--- src/design/icwk_pkg.sv ---
// ----------------------------------------------------------------------------
// icwk_pkg
// Shared types and constants for the iambic CW keyer: step and result
// payloads, configuration set and register map.
// ----------------------------------------------------------------------------
package icwk_pkg;

    localparam int DIT_LEN_W   = 11;
    localparam int DUR_W       = 13;
    localparam int ELAPSED_W   = 14;
    localparam int CODE_W      = 8;
    localparam int CFG_ADDR_W  = 3;
    localparam int CFG_DATA_W  = 32;

    localparam logic [CODE_W-1:0]    CODE_START      = 8'hFE;
    localparam logic [ELAPSED_W-1:0] ELAPSED_MAX     = 14'h3FFF;
    localparam logic [DIT_LEN_W-1:0] DIT_LENGTH_INIT = 11'd100;

    // Register index, taken from paddr[2]
    localparam logic REG_DIT_LENGTH = 1'b0;
    localparam logic REG_IAMBIC_B   = 1'b1;

    typedef struct packed {
        logic tick;
        logic dit_pressed;
        logic dah_pressed;
    } keyer_in_t;

    typedef struct packed {
        logic              key_down;
        logic              char_valid;
        logic [CODE_W-1:0] char_code;
    } keyer_out_t;

    typedef struct packed {
        logic [DIT_LEN_W-1:0] dit_length_ms;
        logic                 iambic_b_mode;
    } keyer_cfg_t;

endpackage

--- src/design/icwk_core.sv ---
// ----------------------------------------------------------------------------
// icwk_core
// Keyer state machine, paddle latches and element timer. Advances one step
// for every accepted request and presents the step's result combinationally.
// ----------------------------------------------------------------------------
module icwk_core
    import icwk_pkg::*;
(
    input  logic       clk,
    input  logic       rst_n,
    input  logic       step,
    input  keyer_in_t  item,
    input  keyer_cfg_t cfg,
    output keyer_out_t result
);

    typedef enum logic [2:0] {
        PH_IDLE          = 3'd0,
        PH_CHK_DIT       = 3'd1,
        PH_CHK_DAH       = 3'd2,
        PH_KEYED_PREP    = 3'd3,
        PH_KEYED         = 3'd4,
        PH_INTER_ELEMENT = 3'd5,
        PH_PRE_IDLE      = 3'd6
    } phase_t;

    phase_t               phase_reg,      phase_next;
    logic                 dit_latch_reg,  dit_latch_next;
    logic                 dah_latch_reg,  dah_latch_next;
    logic                 dit_prog_reg,   dit_prog_next;
    logic [DUR_W-1:0]     timer_dur_reg,  timer_dur_next;
    logic [ELAPSED_W-1:0] elapsed_reg,    elapsed_next;
    logic [CODE_W-1:0]    char_shift_reg, char_shift_next;
    logic                 key_line_reg,   key_line_next;

    logic [DUR_W-1:0]     dur_dit;
    logic [DUR_W-1:0]     dur_gap;
    logic [DUR_W-1:0]     dur_dah;
    logic [ELAPSED_W-1:0] elapsed_now;
    logic                 timer_done;
    logic                 char_valid;

    assign dur_dit = {{(DUR_W-DIT_LEN_W){1'b0}}, cfg.dit_length_ms};
    assign dur_gap = {dur_dit[DUR_W-2:0], 1'b0};
    assign dur_dah = dur_gap + dur_dit;

    // Tick advances the timer before the phase is evaluated; saturate at max
    assign elapsed_now = (item.tick && (elapsed_reg != ELAPSED_MAX))
                       ? elapsed_reg + 1'b1 : elapsed_reg;
    assign timer_done  = elapsed_now > {1'b0, timer_dur_reg};

    always_comb
    begin
        phase_next      = phase_reg;
        dit_latch_next  = dit_latch_reg;
        dah_latch_next  = dah_latch_reg;
        dit_prog_next   = dit_prog_reg;
        timer_dur_next  = timer_dur_reg;
        elapsed_next    = elapsed_now;
        char_shift_next = char_shift_reg;
        key_line_next   = key_line_reg;
        char_valid      = 1'b0;

        case (phase_reg)
            PH_IDLE:
            begin
                dit_latch_next  = dit_latch_reg | item.dit_pressed;
                dah_latch_next  = dah_latch_reg | item.dah_pressed;
                char_shift_next = CODE_START;
                phase_next      = PH_CHK_DIT;
            end
            PH_CHK_DIT:
            begin
                if (dit_latch_reg)
                begin
                    dit_prog_next   = 1'b1;
                    timer_dur_next  = dur_dit;
                    elapsed_next    = '0;
                    char_shift_next = {char_shift_reg[CODE_W-2:0], 1'b0};
                    phase_next      = PH_KEYED_PREP;
                end
                else
                begin
                    phase_next = PH_CHK_DAH;
                end
            end
            PH_CHK_DAH:
            begin
                elapsed_next = '0;
                if (dah_latch_reg)
                begin
                    timer_dur_next  = dur_dah;
                    char_shift_next = {char_shift_reg[CODE_W-2:0], 1'b1};
                    phase_next      = PH_KEYED_PREP;
                end
                else
                begin
                    timer_dur_next = dur_gap;
                    phase_next     = PH_PRE_IDLE;
                end
            end
            PH_KEYED_PREP:
            begin
                key_line_next  = 1'b1;
                elapsed_next   = '0;
                dit_latch_next = 1'b0;
                dah_latch_next = 1'b0;
                phase_next     = PH_KEYED;
            end
            PH_KEYED:
            begin
                if (timer_done)
                begin
                    key_line_next  = 1'b0;
                    timer_dur_next = dur_dit;
                    elapsed_next   = '0;
                    phase_next     = PH_INTER_ELEMENT;
                end
                else if (cfg.iambic_b_mode)
                begin
                    dit_latch_next = dit_latch_reg | item.dit_pressed;
                    dah_latch_next = dah_latch_reg | item.dah_pressed;
                end
            end
            PH_INTER_ELEMENT:
            begin
                dit_latch_next = dit_latch_reg | item.dit_pressed;
                dah_latch_next = dah_latch_reg | item.dah_pressed;
                if (timer_done)
                begin
                    if (dit_prog_reg)
                    begin
                        dit_latch_next = 1'b0;
                        dit_prog_next  = 1'b0;
                        phase_next     = PH_CHK_DAH;
                    end
                    else
                    begin
                        dah_latch_next = 1'b0;
                        timer_dur_next = dur_gap;
                        elapsed_next   = '0;
                        phase_next     = PH_PRE_IDLE;
                    end
                end
            end
            PH_PRE_IDLE:
            begin
                if (item.dit_pressed || item.dah_pressed || dit_latch_reg || dah_latch_reg)
                begin
                    dit_latch_next = dit_latch_reg | item.dit_pressed;
                    dah_latch_next = dah_latch_reg | item.dah_pressed;
                    phase_next     = PH_CHK_DIT;
                end
                else if (timer_done)
                begin
                    char_valid = 1'b1;
                    phase_next = PH_IDLE;
                end
            end
            default:
            begin
                phase_next = PH_PRE_IDLE;
            end
        endcase
    end

    assign result.key_down   = key_line_next;
    assign result.char_valid = char_valid;
    assign result.char_code  = char_valid ? char_shift_reg : '0;

    always_ff @(posedge clk or negedge rst_n)
    begin
        if (!rst_n)
        begin
            phase_reg      <= PH_PRE_IDLE;
            dit_latch_reg  <= 1'b0;
            dah_latch_reg  <= 1'b0;
            dit_prog_reg   <= 1'b0;
            timer_dur_reg  <= '0;
            elapsed_reg    <= '0;
            char_shift_reg <= '0;
            key_line_reg   <= 1'b0;
        end
        else if (step)
        begin
            phase_reg      <= phase_next;
            dit_latch_reg  <= dit_latch_next;
            dah_latch_reg  <= dah_latch_next;
            dit_prog_reg   <= dit_prog_next;
            timer_dur_reg  <= timer_dur_next;
            elapsed_reg    <= elapsed_next;
            char_shift_reg <= char_shift_next;
            key_line_reg   <= key_line_next;
        end
    end

    // Key line is asserted exactly while an element is being sent
    a_key_matches_phase: assert property (@(posedge clk) disable iff (!rst_n)
        key_line_reg == (phase_reg == PH_KEYED))
        else $error("key line out of step with keyed phase");

    a_char_then_idle: assert property (@(posedge clk) disable iff (!rst_n)
        step && char_valid |=> phase_reg == PH_IDLE)
        else $error("character report not followed by idle");

    a_prep_keys: assert property (@(posedge clk) disable iff (!rst_n)
        step && phase_reg == PH_KEYED_PREP |=> key_line_reg && !dit_latch_reg
                                               && !dah_latch_reg && elapsed_reg == '0)
        else $error("keyed preparation did not key and clear latches");

    a_dit_prog_code: assert property (@(posedge clk) disable iff (!rst_n)
        step && phase_reg == PH_CHK_DIT && dit_latch_reg
            |=> dit_prog_reg && !char_shift_reg[0])
        else $error("dit start did not mark dit or shift in zero");

endmodule

--- src/design/iambic_cw_keyer_top.sv ---
// ----------------------------------------------------------------------------
// iambic_cw_keyer_top
// Iambic A/B Morse keyer: one keyer step per input request, one result per
// step carrying the key line and any completed character code.
//
//   channel   dir   handshake                 payload
//   in        in    in_valid / in_ready       in_data  (keyer_in_t)
//   out       out   out_valid / out_ready     out_data (keyer_out_t)
//   config    in    psel/penable/pwrite/pready paddr, pwdata, prdata
//
// One step per cycle while in_ready is high; result is out the cycle after.
// The step logic is a single pass from keyer state to the result register.
// in_ready stays high while the result register is empty or being drained.
// Reset puts the keyer in the character-gap phase with latches clear and
// loads dit length 100 ms, iambic A.
// ----------------------------------------------------------------------------
module iambic_cw_keyer_top
    import icwk_pkg::*;
(
    input  logic                  clk,
    input  logic                  rst_n,
    input  logic                  in_valid,
    output logic                  in_ready,
    input  keyer_in_t             in_data,
    output logic                  out_valid,
    input  logic                  out_ready,
    output keyer_out_t            out_data,
    input  logic                  psel,
    input  logic                  penable,
    input  logic                  pwrite,
    input  logic [CFG_ADDR_W-1:0] paddr,
    input  logic [CFG_DATA_W-1:0] pwdata,
    output logic [CFG_DATA_W-1:0] prdata,
    output logic                  pready
);

    keyer_cfg_t cfg_reg;
    keyer_out_t result;
    keyer_out_t out_data_reg;
    logic       out_valid_reg;
    logic       step;
    logic       cfg_write;
    logic       reg_sel;

    assign pready    = 1'b1;
    assign cfg_write = psel && penable && pwrite;
    assign reg_sel   = paddr[2];

    always_ff @(posedge clk or negedge rst_n)
    begin
        if (!rst_n)
        begin
            cfg_reg.dit_length_ms <= DIT_LENGTH_INIT;
            cfg_reg.iambic_b_mode <= 1'b0;
        end
        else if (cfg_write)
        begin
            case (reg_sel)
                REG_DIT_LENGTH: cfg_reg.dit_length_ms <= pwdata[DIT_LEN_W-1:0];
                REG_IAMBIC_B:   cfg_reg.iambic_b_mode <= pwdata[0];
                default:        cfg_reg <= cfg_reg;
            endcase
        end
    end

    always_comb
    begin
        case (reg_sel)
            REG_DIT_LENGTH: prdata = {{(CFG_DATA_W-DIT_LEN_W){1'b0}}, cfg_reg.dit_length_ms};
            REG_IAMBIC_B:   prdata = {{(CFG_DATA_W-1){1'b0}}, cfg_reg.iambic_b_mode};
            default:        prdata = '0;
        endcase
    end

    // Take a new request whenever the result register is free or draining
    assign in_ready = !out_valid_reg || out_ready;
    assign step     = in_valid && in_ready;

    icwk_core u_core (
        .clk    (clk),
        .rst_n  (rst_n),
        .step   (step),
        .item   (in_data),
        .cfg    (cfg_reg),
        .result (result)
    );

    always_ff @(posedge clk or negedge rst_n)
    begin
        if (!rst_n)
        begin
            out_valid_reg <= 1'b0;
        end
        else if (in_ready)
        begin
            out_valid_reg <= in_valid;
        end
    end

    always_ff @(posedge clk)
    begin
        if (step)
        begin
            out_data_reg <= result;
        end
    end

    assign out_valid = out_valid_reg;
    assign out_data  = out_data_reg;

    a_no_step_when_full: assert property (@(posedge clk) disable iff (!rst_n)
        out_valid_reg && !out_ready |-> !step)
        else $error("request taken while result register is blocked");

    a_result_held: assert property (@(posedge clk) disable iff (!rst_n)
        out_valid_reg && !out_ready |=> out_valid_reg && $stable(out_data_reg))
        else $error("stalled result changed");

    a_step_fills: assert property (@(posedge clk) disable iff (!rst_n)
        step |=> out_valid_reg)
        else $error("accepted request produced no result");

endmodule

--- config.mk ---
export PLATFORM = sky130hd
export DESIGN_NAME = iambic_cw_keyer_top
export DESIGN_NICKNAME = d
export VERILOG_FILES = /design/src/design/icwk_pkg.sv /design/src/design/icwk_core.sv /design/src/design/iambic_cw_keyer_top.sv
export SDC_FILE = /design/constraint.sdc
export NUM_CORES = 1
export LEC_CHECK = 0
export ABC_AREA = 1
export BUFFER_PORTS_ARGS = -buffer_cell sky130_fd_sc_hd__buf_4
export CAP_MARGIN = 20
export CORE_MARGIN = 4
export CORE_UTILIZATION = 30
export DETAILED_ROUTE_END_ITERATION = 8
export GPL_ROUTABILITY_DRIVEN = 0
export GPL_TIMING_DRIVEN = 0
export PLACE_DENSITY = 0.56
export SLEW_MARGIN = 5
export SYNTH_ARGS = -nofsm -noshare
export SYNTH_HDL_FRONTEND = slang
export SYNTH_SLANG_ARGS = --single-unit
--- constraint.sdc ---
create_clock -name clk -period 4.1 [get_ports clk]
set_input_delay 0.615 -clock clk [delete_from_list [all_inputs] [get_ports clk]]
set_output_delay 0.615 -clock clk [all_outputs]
set_load 0.01 [all_outputs]
======== Yosys cells after proc, flatten, opt, wreduce, memory -nomap -nowiden ========
Cells that the tools add are included.
word-level totals
  flip-flop bits (word level) ............. 65
  latch bits .............................. 0
  bits in writable memories ............... 0
  ROM bits ................................ 0
  output and inout port bits .............. 45
  logic and storage cells ................. 102
  memories kept ........................... 0
cells by class
  add/subtract/negate cells ............... 2
  multipliers ............................. 0
  div/mod/pow operators ................... 0
  $lt $le $gt $ge ......................... 1
  eq/ne operators ......................... 16
  shift-type cells ........................ 0
  multiplexer cells ....................... 44
  bitwise operators ....................... 3
  reduce and logical (&&, ||, !) cells .... 22
operator list
  operator                 count
  $mux W14                 5
  $mux W13                 5
  $pmux W32 S2             1
  $pmux W14 S4             1
  $pmux W13 S4             1
  $pmux W8 S3              1
  $pmux W3 S7              1
  $mux W3                  6
  $mux W1                  17
  $mux W8                  2
  $add A14 B1 Y14 const B  1
  $gt A14 B13 Y1           1
  $ne A14 B14 Y1 const B   1
  $add A12 B11 Y13         1
  $reduce_and A4 Y1        3
  $ne A2 B1 Y1 const B     5
  $pmux W1 S5              2
  $eq A3 B3 Y1 const B     3
  $eq A3 B2 Y1 const B     2
  $ne A2 B2 Y1 const B     3
  $reduce_and A6 Y1        1
  $reduce_and A5 Y1        1
  $reduce_bool A5 Y1       1
  $logic_and A1 B1 Y1      4
  13 further kinds         19

======== Logic depth before layout (Yosys ltp) ========
Gate-level depths: netlist of run 1.
  word-level depth ........................ 7
  depth in mapped cells ................... 29

======== By module ========
Synthesis of run 1 repeated with hierarchy kept, for this count alone.
second synthesis, totals
  cells, all modules ...................... 688
  area, all modules ....................... 4967.3 um^2
modules (own cells, without submodules)
  module               times used  cells an instance  area an instance (um^2)  sequential area each (um^2)
  icwk_core            1           567                3849.9                   1053.5
  iambic_cw_keyer_top  1           121                1117.3                   629.4

======== Worst setup path after synthesis of run 1 ========
No wires, ideal clock.
  path type ............................... register to register
  start ................................... register u_core.elapsed_reg[4]
  end ..................................... register u_core.timer_dur_reg[0]
  data arrival time ....................... 2916 ps
  required time ........................... 3984 ps
  setup slack ............................. 1067 ps
  stages on the path, launching flop included .. 28
  path through ............................ dfrtp_1 inv_2 nor3_2 nand2_1 nor3_1 nand2_1 nand2_2 nor2_1 nand3_1 xor2_1 inv_1 ha_1 nand2_1 nor2_1 nand4_1 nand3_1 nand2_1 nand2_1 nand2_1 nand2_1 nand2_1 nand3_2 nand2_2 inv_2 nand2_2 buf_6 nand2_1 nand2_1
on the way
  longest elaborated chain between the ends .. 6
  elaborated cells on any way between the ends .. 8
  those cells by class .................... add/sub (1); order compare (1); eq/ne (3); mux (1); reduce/logical (2)
ends and longest elaborated chain
  item                                                                     RTL line          source
  from (decl)                                                              icwk_core.sv:32   logic [ELAPSED_W-1:0] elapsed_reg, elapsed_next;
  from (signal assigned)                                                   icwk_core.sv:191  elapsed_reg <= elapsed_next;
  parallel branches: the longest is 2 deep, another holds $add A14 B1 Y14  -
  $mux W14 *                                                               icwk_core.sv:49   ? elapsed_reg + 1'b1 : elapsed_reg;
  $gt A14 B13 Y1 *                                                         icwk_core.sv:50   assign timer_done = elapsed_now > {1'b0, timer_dur_reg};
  $ne A2 B1 Y1 (no line)                                                   -
  $reduce_and A6 Y1 (no line) *                                            -
  to (signal assigned)                                                     icwk_core.sv:190  timer_dur_reg <= timer_dur_next;
  to (decl)                                                                icwk_core.sv:31   logic [DUR_W-1:0] timer_dur_reg, timer_dur_next;
Every way passes the cells marked *.
A chain may end at the register's enable or synchronous reset.

======== Worst setup path after layout of run 1 ========
  start ................................... register u_core.elapsed_reg[2]
  end ..................................... register u_core.timer_dur_reg[7]
The elaborated chain is that of the path after synthesis.

==> results.yml, run 1 <==
run_status:
  status: "complete, no violations"
logic_synthesis:
  synth-seq-cells: 65
  muxShareOfSynthArea: 0
  synth_edf_count: 10
  synth_common_cells: "nand2_1, inv_1, nor2_1"
  yosys.cell_types.count: 49
  synth_area_per_cell_um2: 7.29
  yosysSeqAreaShare: 0.378
  synth.area.top_cells: "dfrtp_1, nand2_1, inv_1"
  synth_top_family_by_area: "simple AND/OR/NAND/NOR gates"
  async_flop_share: 0.846
  yosys.area_share.simple: 0.273
  synth_flop_cell: "dfrtp_1"
  synthXorXnorAreaFrac: 0.0256
  syn_area_um2: 4460
  synth_compound_area_frac: 0.116
  syn_inst: 611
  yosysMostFrequentCell: "nand2_1"
  synthAdderAreaFrac: 0.0747
  synth_top_area_cell: "dfrtp_1"
  ys_warn_count: 0
  synth.top_cell.area_share: 0.281
routing:
  drt_iter0_drc: 192
  vias_per_cell: 4.37
  routedWlPerCell_um: 11.4
  drt_first_pass_iters: 4
  drt-total-wl_mm: 10.0
  drc: 0
  postRouteAntennaNets: 0
  vias: 3828
cts:
  path_clk_slew_ps: 60
  htreeDepth: 3
  clk_latency_ps: 330
  cts_root_buf: "clkbuf_16"
  cts_tree: "built"
  cts_made_buffers: 9
  post_cts_buffers: 0
  ctsResizeCount: 0
  hold_buffers: 0
  cts_buffer_depth: 2
  cts.sinks: 65
global_routing:
  grt_antenna_before_repair: 0
  track_usage: 0.127
  grt_max_degree: 56
  grt_pass1_vias: 3685
  grt_pass1_wl_mm: 17.4
  grt_overflow: 0
die:
  start_util: 0.307
  core_um2: 14500
  die_h_um: 130
  die_area_um2: 16900
  row_count: 44
  boundaryPins: 90
  die_w_um: 130
placement:
  post-place-ws_ps: 550
  dp_hpwl_mm: 7.66
  port_buffers: 44
critical_path:
  cp_data_required_time_ps: 4320
  path_class: "reg -> reg"
  cp-end-kind: "register"
  arrival_ps: 3750
  cp-start-kind: "register"
  cp_max_fo: 10
  rrSetupSlack_ps: 560
finish:
  n_antenna_cell: 0
  area_growth_pct: 21.7
  nNetsFinal: 757
  drive_above_1_share: 0.165
  largest_reg_flops: 14
  final_util: 0.373
job:
  cap_viol_max_count: 0
timing:
  hold_viol: 0
  finalCritPeriodShare: 0.862
  timing.setup.tns_ps: 0
  fin_skew_ps: 8.42
  worst_pin_slew_ps: 717
  setup_viol: 0
  fin_crit_ps: 3540
  max_slew_margin: 0.522
  grt_setup_unrepaired: "no"
  max_freq_mhz: 283
  slew_violations: 0
  finalWorstSetupSlack_ps: 564
  whs_ps: 337
pwr:
  power_switching_w: 0.00124
  ir_drop_mv: 0.259
  power.density_nw_per_um2: 577
  p_leak_nw: 2.89
  p_clk_frac: 0.272
  p_comb_frac: 0.420
  p_int_w: 0.00189
  power_frac_seq: 0.309
  total_power_w: 0.00313
  p_sw_frac: 0.397
hold_path:
  hold_path.class: "in -> async"
[stage by stage]
stage	cells	cell area, um^2
3_5_place_dp	859	5090
2_1_floorplan	631	4530
4_1_cts	875	5420
5_1_grt	875	5420
3_3_place_gp	859	5090
6_report	875	5420
[per-layer routing]
metal	GRT usage	share of wire	vias to the layer above
met5	0	0	-
met4	0.0367	0.015	0
met3	0.0278	0.041	12
met2	0.214	0.45	71
met1	0.165	0.49	1689
li1	-	-	2056
[worst max-delay path: stages (launching register included)]
cell and delay, ps:
dfrtp_1 410, nand2_1 120, nor3_2 150, nand2_1 110, nor3_1 210, nand2_1 100
nand2_2 160, nor2_1 100, nand3_1 110, xor2_1 200, inv_1 70, ha_1 290
nand2_1 70, nor2_1 190, nand4_1 130, nand3_1 80, nand2_1 50, nand2_1 50
nand2_1 40, nand2_1 50, nand2_1 120, nand3_2 120, nand2_2 80, inv_2 90
nand2_2 80, buf_6 140, nand2_1 60, nand2_1 40
[logic make-up after synthesis]
family,Yosys count
xor+xnor,13
buf+inv,128
flops,65
other cells,2
fa+ha+maj,26
simple gates,290
compound gates,87
[power groups by stage]
stage	Clock [W]	Combinational, W	Sequential, W
final	0.000851	0.00131	0.000966
after global routing	0.000898	0.00154	0.000990
after CTS	0.000877	0.00133	0.000966
after detailed placement	0	0.00132	0.000977
after global placement	0	0.00132	0.000974
after floorplan	0	0.00101	0.000950
[cell usage in the layout (no fill, tap or decap), types with 4 or more instances in the layout]
| master | instances |
|---|---|
| xor2_1 | 12 |
| dfrtp_1 | 50 |
| inv_2 | 8 |
| clkbuf_1 | 6 |
| nor2_1 | 79 |
| nand2_1 | 154 |
| o21ai_0 | 24 |
| nand3_1 | 25 |
| buf_4 | 66 |
| nand4_1 | 5 |
| edfxtp_1 | 10 |
| inv_1 | 88 |
| nand2_2 | 4 |
| clkbuf_16 | 9 |
| a22oi_1 | 11 |
| conb_1 | 22 |
| nor2_2 | 4 |
| ha_1 | 25 |
| nor3_1 | 8 |
| dfstp_2 | 5 |
| a21oi_1 | 33 |
[cell type report]
type / instances / area [um^2]
Multi-Input combinational cell: 438 / 2260
Timing Repair Buffer: 44 / 330
Buffer: 32 / 226
Clock inverter: 6 / 90.1
Tap cell: 184 / 230
Clock buffer: 10 / 239
Inverter: 96 / 360
Sequential cell: 65 / 1680
Fill cell: 1572 / 9110
[path summary, 6_finish.rpt]
| kind | start | to | depth (start not counted) |
|---|---|---|---|
| max | u_core.elapsed_reg[2]$_DFFE_PN0P_ | u_core.timer_dur_reg[7]$_DFFE_PN0P_ | 27 |
| min | rst_n | u_core.char_shift_reg[5]$_DFFE_PN0P_ | 1 |
| max reg2reg | u_core.elapsed_reg[2]$_DFFE_PN0P_ | u_core.timer_dur_reg[7]$_DFFE_PN0P_ | 27 |
| min reg2reg | u_core.timer_dur_reg[9]$_DFFE_PN0P_ | u_core.timer_dur_reg[9]$_DFFE_PN0P_ | 2 |
| max in group asynchronous | rst_n | u_core.timer_dur_reg[11]$_DFFE_PN0P_ | 1 |
| min in group clk | u_core.timer_dur_reg[9]$_DFFE_PN0P_ | u_core.timer_dur_reg[9]$_DFFE_PN0P_ | 2 |
Note: power is estimated with default switching activity, not from simulation.
==> inputs of run 2 (changes only) <==
--- a/config.mk
+++ b/config.mk
@@ -9,11 +9,11 @@
 export BUFFER_PORTS_ARGS = -buffer_cell sky130_fd_sc_hd__buf_4
 export CAP_MARGIN = 20
 export CORE_MARGIN = 4
-export CORE_UTILIZATION = 30
+export CORE_UTILIZATION = 25
 export DETAILED_ROUTE_END_ITERATION = 8
 export GPL_ROUTABILITY_DRIVEN = 0
 export GPL_TIMING_DRIVEN = 0
-export PLACE_DENSITY = 0.56
+export PLACE_DENSITY = 0.5
 export SLEW_MARGIN = 5
 export SYNTH_ARGS = -nofsm -noshare
 export SYNTH_HDL_FRONTEND = slang
==> results.yml, run 2 (same netlist as run 1, synthesis figures left out) <==
timing:
  fin_skew_ps: 5.23
  max_freq_mhz: 284
  slew_violations: 0
  grt_setup_unrepaired: "no"
  worst_pin_slew_ps: 735
  timing.setup.tns_ps: 0
  max_slew_margin: 0.510
  fin_crit_ps: 3520
  finalWorstSetupSlack_ps: 576
  setup_viol: 0
  hold_viol: 0
  finalCritPeriodShare: 0.859
critical_path:
  cp_data_required_time_ps: 4330
  cp_max_fo: 10
  arrival_ps: 3750
  path_class: "reg -> reg"
  slowest_stage: "dfrtp_1"
  cp-end-kind: "register"
  cpMostUsedCell: "nand2_1"
  slowest_delay_ps: 410
  rrSetupSlack_ps: 580
  cp-start-kind: "register"
finish:
  final-seq-area_um2: 1680
  layout_commonest_cell: "nand2_1"
  nNetsFinal: 757
  mostFrequentLayoutCells: "nand2_1, inv_1, nor2_1, buf_4, dfrtp_1"
  n_antenna_cell: 0
  area_growth_pct: 22.9
  n_fill_cell: 1883
  fin_area_um2: 5480
  fin_cells: 916
  multi_input_area_um2: 2260
  largest_reg_flops: 14
  drive_above_1_share: 0.162
die:
  die_h_um: 142
  die_area_um2: 20000
  row_count: 48
  boundaryPins: 90
  die_w_um: 142
  core_um2: 17400
  start_util: 0.257
cts:
  cts_made_buffers: 9
  htreeDepth: 3
  ctsResizeCount: 0
  clk_latency_ps: 340
  cts_root_buf: "clkbuf_16"
  path_clk_slew_ps: 60
  cts.sinks: 65
  cts_buffer_depth: 2
  hold_buffers: 0
  post_cts_buffers: 0
  cts_tree: "built"
routing:
  dr_wl_met3_um: 495
  routedWlPerCell_um: 11.2
  drt_first_pass_iters: 4
  drt-total-wl_mm: 10.3
  wirelength_met1_mm: 5.07
  vias: 3823
  top_layer_used: "met4"
  drc: 0
  vias_per_cell: 4.17
  drt_iter0_drc: 203
  dr_wl_met2_mm: 4.58
  postRouteAntennaNets: 0
pwr:
  power_switching_w: 0.00123
  p_clk_frac: 0.278
  power.density_nw_per_um2: 577
  power_frac_seq: 0.306
  p_int_w: 0.00193
  ir_drop_mv: 0.233
  p_comb_frac: 0.416
  p_sw_frac: 0.390
  total_power_w: 0.00316
  p_leak_nw: 2.89
hold_path:
  hold_path.class: "in -> async"
run_status:
  status: "complete, no violations"
global_routing:
  grt_pass1_wl_mm: 17.6
  grt_pass1_vias: 3692
  grt_overflow: 0
  track_usage: 0.110
  grt_antenna_before_repair: 0
  grt_max_degree: 56
placement:
  placed_cell_area_um2: 5140
  dp_hpwl_mm: 7.96
  post-place-ws_ps: 558
  port_buffers: 44
  post-place-cells: 900
job:
  cap_viol_max_count: 0
[run 2: area by class of cell]
type,instances,share of cell area
Tap cell,225,0.0514
Clock buffer,10,0.0418
Clock inverter,6,0.0194
Buffer,32,0.0413
Multi-Input combinational cell,438,0.413
Timing Repair Buffer,44,0.0603
Sequential cell,65,0.307
Inverter,96,0.0658
[run 2: final timing paths]
path,from,to,depth (start not counted)
max in group asynchronous,rst_n,u_core.timer_dur_reg[9]$_DFFE_PN0P_,1
hold / removal,rst_n,u_core.char_shift_reg[5]$_DFFE_PN0P_,1
hold reg to reg,u_core.timer_dur_reg[7]$_DFFE_PN0P_,u_core.timer_dur_reg[7]$_DFFE_PN0P_,2
setup / recovery,u_core.elapsed_reg[2]$_DFFE_PN0P_,u_core.timer_dur_reg[11]$_DFFE_PN0P_,27
min in group clk,u_core.timer_dur_reg[7]$_DFFE_PN0P_,u_core.timer_dur_reg[7]$_DFFE_PN0P_,2
setup reg to reg,u_core.elapsed_reg[2]$_DFFE_PN0P_,u_core.timer_dur_reg[11]$_DFFE_PN0P_,27
[run 2: layer usage]
metal / GRT usage / vias to the layer above
li1: - / 2062
met1: 0.146 / 1672
met2: 0.172 / 80
met3: 0.0293 / 9
met4: 0.0364 / 0
met5: 0 / -
[run 2: stage by stage]
stage	hold slack, ps	utilization
2_1_floorplan	319	-
3_3_place_gp	457	0.296
3_5_place_dp	460	0.296
4_1_cts	371	0.316
5_1_grt	411	0.316
6_report	332	0.316
[run 2: worst max-delay path: cells and delay by family (launching register included)]
kind,cells,cell delay (ps)
xor gates and xnor gates,1,200
adders and majority gates,1,290
buffers and inverters,3,310
DFF,1,410
and+or+nand+nor,22,2210
[run 2: power by group through the flow]
stage / logic [W] / clock network [W] / registers [W]
2_1_floorplan: 0.00101 / 0 / 0.000950
3_5_place_dp: 0.00133 / 0 / 0.000979
4_1_cts: 0.00134 / 0.000906 / 0.000969
6_report: 0.00132 / 0.000878 / 0.000967
3_3_place_gp: 0.00133 / 0 / 0.000977
5_1_grt: 0.00155 / 0.000931 / 0.000995
